### config.mk
export PLATFORM = sky130hd
export DESIGN_NAME = efa_ctrl
export DESIGN_NICKNAME = d
export VERILOG_FILES = /design/src/rtl/efa_pkg.sv /design/src/rtl/efa_ctrl.sv
export SDC_FILE = /design/constraint.sdc
export NUM_CORES = 1
export LEC_CHECK = 0
export BUFFER_PORTS_ARGS = -buffer_cell sky130_fd_sc_hd__buf_4
export CORE_MARGIN = 3
export CORE_UTILIZATION = 55
export CTS_BUF_LIST = sky130_fd_sc_hd__clkbuf_8
export CTS_CLUSTER_SIZE = 16
export DETAILED_ROUTE_END_ITERATION = 8
export PLACE_DENSITY = 0.82
export SETUP_SLACK_MARGIN = 0.15
export SLEW_MARGIN = 20
export SYNTH_ARGS = -nofsm -noshare
export SYNTH_HDL_FRONTEND = slang
export SYNTH_SLANG_ARGS = --single-unit
export TNS_END_PERCENT = 1
### constraint.sdc
create_clock -name i_clk -period 2.8 [get_ports i_clk]
set_input_delay 0.56 -clock i_clk [delete_from_list [all_inputs] [get_ports i_clk]]
set_output_delay 0.56 -clock i_clk [all_outputs]
set_load 0.01 [all_outputs]
### src/rtl/efa_pkg.sv
// ----------------------------------------------------------------------------
// efa_pkg
// Shared widths, codes, handshake structs and the constant easing tables.
// ----------------------------------------------------------------------------
`default_nettype none

package efa_pkg;

    localparam int VAL_W   = 16;              // start/end/output value width
    localparam int TIME_W  = 32;              // time counter width
    localparam int TAB_AW  = 10;              // table address bits
    localparam int TAB_N   = 1 << TAB_AW;     // last table index
    localparam int FRAC_SH = 16 - TAB_AW;     // interpolation fraction bits
    localparam int Q_W     = 17;              // Q1.16 curve width
    localparam int IDX_W   = TAB_AW + 1;
    localparam int CFG_W   = 32;
    localparam int CFG_AW  = 3;
    localparam int CMD_W   = 2;
    localparam int STEP_W  = 16;
    localparam int QUO_W   = 16;
    localparam int DCNT_W  = 4;

    localparam logic [Q_W-1:0] UNIT = Q_W'(1 << 16);

    // Register indexes of the configuration port.
    localparam logic [CFG_AW-1:0] CFG_CURVE = 3'd0;
    localparam logic [CFG_AW-1:0] CFG_EASE  = 3'd1;
    localparam logic [CFG_AW-1:0] CFG_START = 3'd2;
    localparam logic [CFG_AW-1:0] CFG_END   = 3'd3;
    localparam logic [CFG_AW-1:0] CFG_DUR   = 3'd4;
    localparam logic [CFG_AW-1:0] CFG_DELAY = 3'd5;

    // Input commands. The spare code is accepted and ignored.
    localparam logic [CMD_W-1:0] CMD_TICK  = 2'd0;
    localparam logic [CMD_W-1:0] CMD_START = 2'd1;
    localparam logic [CMD_W-1:0] CMD_STOP  = 2'd2;
    localparam logic [CMD_W-1:0] CMD_SPARE = 2'd3;

    // Curve kinds.
    localparam logic [2:0] CRV_LINEAR = 3'd0;
    localparam logic [2:0] CRV_EXPO   = 3'd1;
    localparam logic [2:0] CRV_CIRC   = 3'd2;
    localparam logic [2:0] CRV_SINE   = 3'd7;

    // Ease kinds. The spare code behaves as ease in.
    localparam logic [1:0] EASE_IN     = 2'd0;
    localparam logic [1:0] EASE_MIRROR = 2'd1;
    localparam logic [1:0] EASE_INOUT  = 2'd2;
    localparam logic [1:0] EASE_SPARE  = 2'd3;

    typedef enum logic [1:0] {
        PATH_DIRECT,
        PATH_TABLE,
        PATH_CIRC,
        PATH_POW
    } t_path;

    typedef enum logic [1:0] {
        TAB_SQRT,
        TAB_COS,
        TAB_EXP
    } t_tab_sel;

    typedef struct packed {
        logic accept;
        logic check;
        logic div_step;
        logic arg;
        logic circ;
        logic pow_step;
        logic rd1;
        logic rd2;
        logic interp;
        logic post;
        logic mix1;
        logic mix2;
        logic load_out;
    } t_cmd;

    typedef struct packed {
        logic  eval;
        logic  reached;
        logic  div_last;
        logic  pow_last;
        t_path path;
    } t_status;

    typedef logic [Q_W-1:0] t_tab [0:TAB_N];

    // Rounded Q16 product of two values in [0, 1].
    function automatic logic [Q_W-1:0] f_mulq(logic [Q_W-1:0] a, logic [Q_W-1:0] b);
        logic [2*Q_W-1:0] p;
        p = {{Q_W{1'b0}}, a} * {{Q_W{1'b0}}, b} + (2*Q_W)'(32768);
        return p[Q_W+15:16];
    endfunction

    // Unsigned long division by shift and subtract, for table building.
    function automatic longint unsigned f_udiv(longint unsigned n, longint unsigned d);
        longint unsigned q;
        longint unsigned r;
        q = 0;
        r = 0;
        for (int i = 63; i >= 0; i--) begin
            r = {r[62:0], n[i]};
            if (r >= d) begin
                r    = r - d;
                q[i] = 1'b1;
            end
        end
        return q;
    endfunction

    function automatic longint unsigned f_isqrt(longint unsigned v);
        longint unsigned r;
        longint unsigned b;
        longint unsigned x;
        r = 0;
        b = 64'h4000_0000_0000_0000;
        x = v;
        while (b > x) b = b >> 2;
        while (b != 0) begin
            if (x >= r + b) begin
                x = x - (r + b);
                r = (r >> 1) + b;
            end else begin
                r = r >> 1;
            end
            b = b >> 2;
        end
        return r;
    endfunction

    function automatic logic [Q_W-1:0] f_q30_q16(longint s);
        longint unsigned v;
        if (s < 0) s = 0;
        v = (longint'(s) + 8192) >> 14;
        if (v > 65536) v = 65536;
        return Q_W'(v);
    endfunction

    function automatic t_tab f_build_sqrt();
        t_tab t;
        longint unsigned v;
        longint unsigned r;
        for (int i = 0; i <= TAB_N; i++) begin
            v = longint'(i) << (32 - TAB_AW);
            r = f_isqrt(v);
            if (v - r * r > r) r = r + 1;
            t[i] = Q_W'(r);
        end
        return t;
    endfunction

    function automatic t_tab f_build_cos();
        t_tab t;
        longint unsigned a;
        longint unsigned a2;
        longint unsigned term;
        longint sum;
        for (int i = 0; i <= TAB_N; i++) begin
            a    = (longint'(i) * 64'd1686629713) >> TAB_AW;
            a2   = (a * a) >> 30;
            term = 64'd1 << 30;
            sum  = 64'sd1 << 30;
            for (int k = 1; k <= 7; k++) begin
                term = f_udiv((term * a2) >> 30, longint'((2 * k - 1) * (2 * k)));
                if ((k % 2) == 1) sum = sum - longint'(term);
                else sum = sum + longint'(term);
            end
            t[i] = f_q30_q16(sum);
        end
        return t;
    endfunction

    function automatic t_tab f_build_exp();
        t_tab t;
        longint unsigned b;
        longint unsigned term;
        longint sum;
        for (int i = 0; i <= TAB_N; i++) begin
            b    = (longint'(i) * 64'd744261118) >> TAB_AW;
            term = 64'd1 << 30;
            sum  = 64'sd1 << 30;
            for (int k = 1; k <= 10; k++) begin
                term = f_udiv((term * b) >> 30, longint'(k));
                if ((k % 2) == 1) sum = sum - longint'(term);
                else sum = sum + longint'(term);
            end
            t[i] = f_q30_q16(sum);
        end
        return t;
    endfunction

endpackage

`default_nettype wire

### src/rtl/efa_ctrl.sv
// ----------------------------------------------------------------------------
// efa_ctrl
// Sequencer that steps the datapath through one item.
// ----------------------------------------------------------------------------
`default_nettype none

module efa_ctrl (
    input  wire logic              i_clk,
    input  wire logic              i_rst_n,
    input  wire logic              i_in_valid,
    output logic                   o_in_ready,
    output logic                   o_out_valid,
    input  wire logic              i_out_ready,
    input  wire efa_pkg::t_status  i_status,
    output efa_pkg::t_cmd          o_cmd
);

    typedef enum logic [13:0] {
        S_IDLE   = 14'b00000000000001,
        S_CHECK  = 14'b00000000000010,
        S_DIV    = 14'b00000000000100,
        S_ARG    = 14'b00000000001000,
        S_CIRC   = 14'b00000000010000,
        S_POW    = 14'b00000000100000,
        S_RD0    = 14'b00000001000000,
        S_RD1    = 14'b00000010000000,
        S_RD2    = 14'b00000100000000,
        S_INTERP = 14'b00001000000000,
        S_POST   = 14'b00010000000000,
        S_MIX1   = 14'b00100000000000,
        S_MIX2   = 14'b01000000000000,
        S_OUT    = 14'b10000000000000
    } t_state;

    t_state r_state, n_state;
    logic   r_out_valid, n_out_valid;

    always_comb begin
        n_state    = r_state;
        o_cmd      = '0;
        o_in_ready = 1'b0;
        unique case (r_state)
            S_IDLE: begin
                o_in_ready = 1'b1;
                if (i_in_valid) begin
                    o_cmd.accept = 1'b1;
                    if (i_status.eval) n_state = S_CHECK;
                end
            end
            S_CHECK: begin
                o_cmd.check = 1'b1;
                n_state = i_status.reached ? S_OUT : S_DIV;
            end
            S_DIV: begin
                o_cmd.div_step = 1'b1;
                if (i_status.div_last) n_state = S_ARG;
            end
            S_ARG: begin
                o_cmd.arg = 1'b1;
                unique case (i_status.path)
                    efa_pkg::PATH_DIRECT: n_state = S_POST;
                    efa_pkg::PATH_TABLE:  n_state = S_RD0;
                    efa_pkg::PATH_CIRC:   n_state = S_CIRC;
                    default:              n_state = S_POW;
                endcase
            end
            S_CIRC: begin
                o_cmd.circ = 1'b1;
                n_state = S_RD0;
            end
            S_POW: begin
                o_cmd.pow_step = 1'b1;
                if (i_status.pow_last) n_state = S_POST;
            end
            S_RD0: n_state = S_RD1;
            S_RD1: begin
                o_cmd.rd1 = 1'b1;
                n_state = S_RD2;
            end
            S_RD2: begin
                o_cmd.rd2 = 1'b1;
                n_state = S_INTERP;
            end
            S_INTERP: begin
                o_cmd.interp = 1'b1;
                n_state = S_POST;
            end
            S_POST: begin
                o_cmd.post = 1'b1;
                n_state = S_MIX1;
            end
            S_MIX1: begin
                o_cmd.mix1 = 1'b1;
                n_state = S_MIX2;
            end
            S_MIX2: begin
                o_cmd.mix2 = 1'b1;
                n_state = S_OUT;
            end
            S_OUT: begin
                if (!r_out_valid || i_out_ready) begin
                    o_cmd.load_out = 1'b1;
                    n_state = S_IDLE;
                end
            end
            default: n_state = S_IDLE;
        endcase
    end

    always_comb begin
        n_out_valid = r_out_valid;
        if (o_cmd.load_out) n_out_valid = 1'b1;
        else if (i_out_ready) n_out_valid = 1'b0;
    end

    always_ff @(posedge i_clk) begin
        if (!i_rst_n) begin
            r_state     <= S_IDLE;
            r_out_valid <= 1'b0;
        end else begin
            r_state     <= n_state;
            r_out_valid <= n_out_valid;
        end
    end

    assign o_out_valid = r_out_valid;

endmodule

`default_nettype wire

* After elaboration in Yosys (flattened, before gate mapping)
Index checks and enable logic that the tools add are counted.
** Storage, ports and cells
- Output and inout bits :: 15
- Input port bits :: 10
- Word-level logic and storage cells :: 54
- Register bits after elaboration :: 15
** Operators by class
- Reduce and logical (&&, ||, !) cells :: 5
- Multiplexer cells :: 26
- Equal/unequal tests :: 21
** Operator list (count)
- $pmux 14 s14 :: 1
- $mux 14 :: 6
- $pmux 11 s3 :: 1
- $mux 1 :: 18
- $eq 14x1->1 const B :: 1
- $eq 14x10->1 const B :: 1
- $eq 14x11->1 const B :: 1
- $eq 14x12->1 const B :: 1
- $eq 14x13->1 const B :: 1
- $eq 14x14->1 const B :: 1
- $eq 14x2->1 const B :: 1
- $eq 14x3->1 const B :: 1
- $eq 14x4->1 const B :: 1
- $eq 14x5->1 const B :: 1
- $eq 14x6->1 const B :: 1
- $eq 14x7->1 const B :: 1
- $eq 14x8->1 const B :: 1
- $eq 14x9->1 const B :: 1
- $ne 2x2->1 const B :: 5
- $reduce_and 5->1 :: 1
- $eq 2x1->1 const B :: 1
- $eq 2x2->1 const B :: 1
- $logic_not 2->1 :: 1
- $reduce_bool 2->1 :: 1
- 2 further kinds :: 2

* Logic depth before layout (Yosys ltp)
- Word-level depth :: 5
- Depth in mapped cells :: 7
- Gate-level depth less buffers :: 5

* Worst setup path after synthesis
No wires, ideal clock.
- Kind :: register to output
- From :: register r_state[1]
- To :: output port o_cmd[0] (netlist bit)
- Required time :: 2.240 ns
- Arrival time :: 1.564 ns
- Setup slack :: 0.676 ns
- Cell stages (with the launch flop) :: 7
- Cell sequence :: dfxtp_1 -> buf_8 -> or3_2 -> nor3_1 -> nand3_1 -> nor3_1 -> buf_4
** RTL lines
- start: declaration :: line efa_ctrl.sv:35 : t_state r_state, n_state;
- start signal: assignment :: line efa_ctrl.sv:121 : r_state <= n_state;
- end: declaration :: line efa_ctrl.sv:15 : output efa_pkg::t_cmd o_cmd

==> summary.md <==
| Metric | Value |
|---|---|
| Largest area contributor in the netlist | dfxtp_1 |
| Worst EP required | 2.24 ns |
| Initial antenna violation count | 0 |
| Cell Chain, Critical Path | nor4_1 -> nand2_1 -> nor2_1 -> and4b_1 -> buf_4 |
| DRC errors left | 0 |
| Via Count | 1097 |
| Cell with the most instances after synthesis | dfxtp_1 |
| Synth unique cells | 41 |
| Post-synth top cells | dfxtp_1 (15), nor2_1 (14), nand2_1 (10) |
| Max Cap Viol | 0 |
| Cells after Synth | 127 |
| Rows | 15 |
| P_leak | 0.532 nW |
| Core Region | 1760 sq um |
| DP HPWL | 2.08 mm |
| Number of DRC markers in iteration 0 | 69 |
| Worst Hold Class | primary input to flip-flop |
| Layout cells sized above 1 | 0.282 |
| Fin. Hold Viols | 0 |
| Crit path max-delay family | simple AND/OR/NAND/NOR gates |
| Ys async rst share | 0 |
| Total grt overflow | 0 |
| GRT Total Usage | 0.234 |
| Critical path fanouts, max | 9 |
| Syn_nets | 137 |
| Arrival time worst endpoint | 2.05 ns |
| Mapped cell area | 1050 sq um |
| Initial Util | 0.598 |
| EDFF count, synth | 0 |
| Post-route setup slack | 0.191 ns |
| Max Freq | 383 MHz |
| Die Y | 49.8 um |
| Slew Viols, Final | 0 |
| #FFs+latches synth | 15 |
| Worst slew margin | 0.590 |
| Clock-pin slew on the worst setup and hold paths | 0.06 ns |
| CTS Buffer Depth | 2 |
| H-Tree Depth | 1 |
| Final ANT Viol Nets | 0 |
| Clock Tree Root | clkbuf_8 |
| Area contributors post-synth | dfxtp_1 (28%), nor4_4 (6.0%), nor2_1 (5.0%) |
| Endpoint class of the critical path | primary output |
| CTS tree | done |
| RePlAce Congestion | 0.825 |
| Seq/Total Area, Yosys | 0.285 |
| Setup Crit Path Kind | flip-flop to primary output |
| Setup crit start kind | flip-flop |
| Clock sink count | 15 |
| Post-Layout Cell Count | 174 |
| Critical Path Max Stage Delay | 0.56 ns |
| DR WL/cell | 15.8 um |
| P per Cell Area | 471 nW/um^2 |
| Setup WS pre-CTS | 0.520 ns |
| Clk_skew | 0.00614 ns |
| Final net count | 160 |
| First drt pass iteration count | 4 |
| WP buf/inv | 1 |
| Worst IR Drop VDD | 0.394 mV |
| Vias per cell | 6.30 |
| Synth warn | 0 |
| Worst Tran Pin Value | 0.606 ns |
| Final period utilization | 0.932 |
| Worst Hold Launch | i_rst_n |
| # port buffers | 24 |
| Setup TNS | 0 ns |
| CP startpoint | r_state[1] |
| Vias in the first global route | 980 |
| Wirelength, routed | 2.75 mm |
| Die span in x | 49.8 um |
| I/O Pins | 25 |
| First-pass GRT wire length | 4.42 mm |
| DP Area | 1230 sq um |
| Number of CTS-inserted buffers | 3 |
| Final instance area | 1280 sq um |
| Post-layout min period | 2.61 ns |
| RSZ-0062 raised after global routing | true |
| Final setup fails | 0 |
| Yosys top cell area share | 0.285 |
| Largest net degree at the start of global routing | 11 |
| Worst skew pair latency | 0.25 ns |
| Status | completed |
| Syn avg cell area | 8.31 sq um |
| Slowest CP cell | nor4_1 |
| Reg2reg start | r_state[4] |
| Ys flop type | dfxtp_1 |
| DP Cell Count | 170 |
| Die ar. | 2480 sq um |
| Worst-case hold slack | 0.565 ns |
| P&R area growth vs syn | 21.2% |
| Number of diodes | 0 |
path summary, 6_finish.rpt:
kind | endpoint | slack (ns) | cells past startpoint
max reg2reg | r_state[10] | 0.48 | 5
max | o_cmd[6] | 0.19 | 5
min | o_out_valid | 0.56 | 2
min reg2reg | r_state[11] | 0.62 | 2
area by class of cell:
class                   count  area (sq um)
inverters                   4          15.0
clock inverters             1          5.00
clock buffers               3          41.3
multi-input cells         100           691
well taps                  25          31.3
fillers                   162           485
flip-flops and latches     15           300
repair buffers             26           195
kinds of logic (layout without fill, tap and decap cells):
logic type      after synthesis  count (layout)  synth area share
xor+xnor                      5               5            0.0415
buf+inv                      12              34            0.0664
flops                        15              15             0.285
simple gates                 81              81             0.509
compound gates               14              14            0.0985
per-stage QoR:
| step | total power [W] | utilization |
|---|---|---|
| floorplan | 0.000368 | - |
| global placement | 0.000415 | 0.695 |
| detailed placement | 0.000420 | 0.695 |
| CTS | 0.000597 | 0.721 |
| global route | 0.000632 | 0.725 |
| finish | 0.000602 | 0.725 |
cells in the final DEF, fill, tap and decap left out, drive strengths merged:
cell	n
buf	26
dfxtp	15
nor2	14
nor4	11
nand2	10
nor3	6
nor4b	5
nand3	4
nand2b	4
inv	4
o21ai	4
or3	4
nor2b	3
and4b	3
nand4b	3
nand4	3
nand3b	3
xor2	3
clkbuf	3
or4	2
a21boi	2
xnor2	2
a21oi	2
or2	1
or4b	1
or2b	1
and3	1
and3b	1
o21ba	1
a21o	1
a31oi	1
o21a	1
a211oi	1
a41o	1
or3b	1
clkinv	1
per-layer routing:
metal | vias up | part of all wire | global-route usage | wire length (um)
met4 | 0 | 0.037 | 0.138 | 101
met1 | 506 | 0.42 | 0.286 | 1160
li1 | 516 | - | - | -
met3 | 13 | 0.089 | 0.0574 | 245
met2 | 62 | 0.45 | 0.370 | 1250
met5 | - | 0 | 0 | 0
timing repair:
action,in CTS,in global routing
buffers inserted,0,0
hold endpoints to repair,0,0
gates resized for setup,0,1
endpoints found under the setup margin,0,6
hold buffers,0,0
power by group:
part	internal [W]	switching [W]	total [W]	leakage (nW)
registers	0.000222	0.0000210	0.000243	0.121
clock network	0.0000988	0.0000824	0.000181	0.0255
logic	0.0000855	0.0000918	0.000177	0.385
flip-flops by register name (all words and copies together), names as in the netlist:
| register | count |
|---|---|
| o_out_valid | 1 |
| r_state | 14 |
worst reg2reg max path, delay by kind of cell (launching register included):
family / cells / cell delay, ns
flops: 1 / 0.38
compound gates: 1 / 0.18
simple gates: 4 / 1.69
Power figures use the tool's default switching activity.
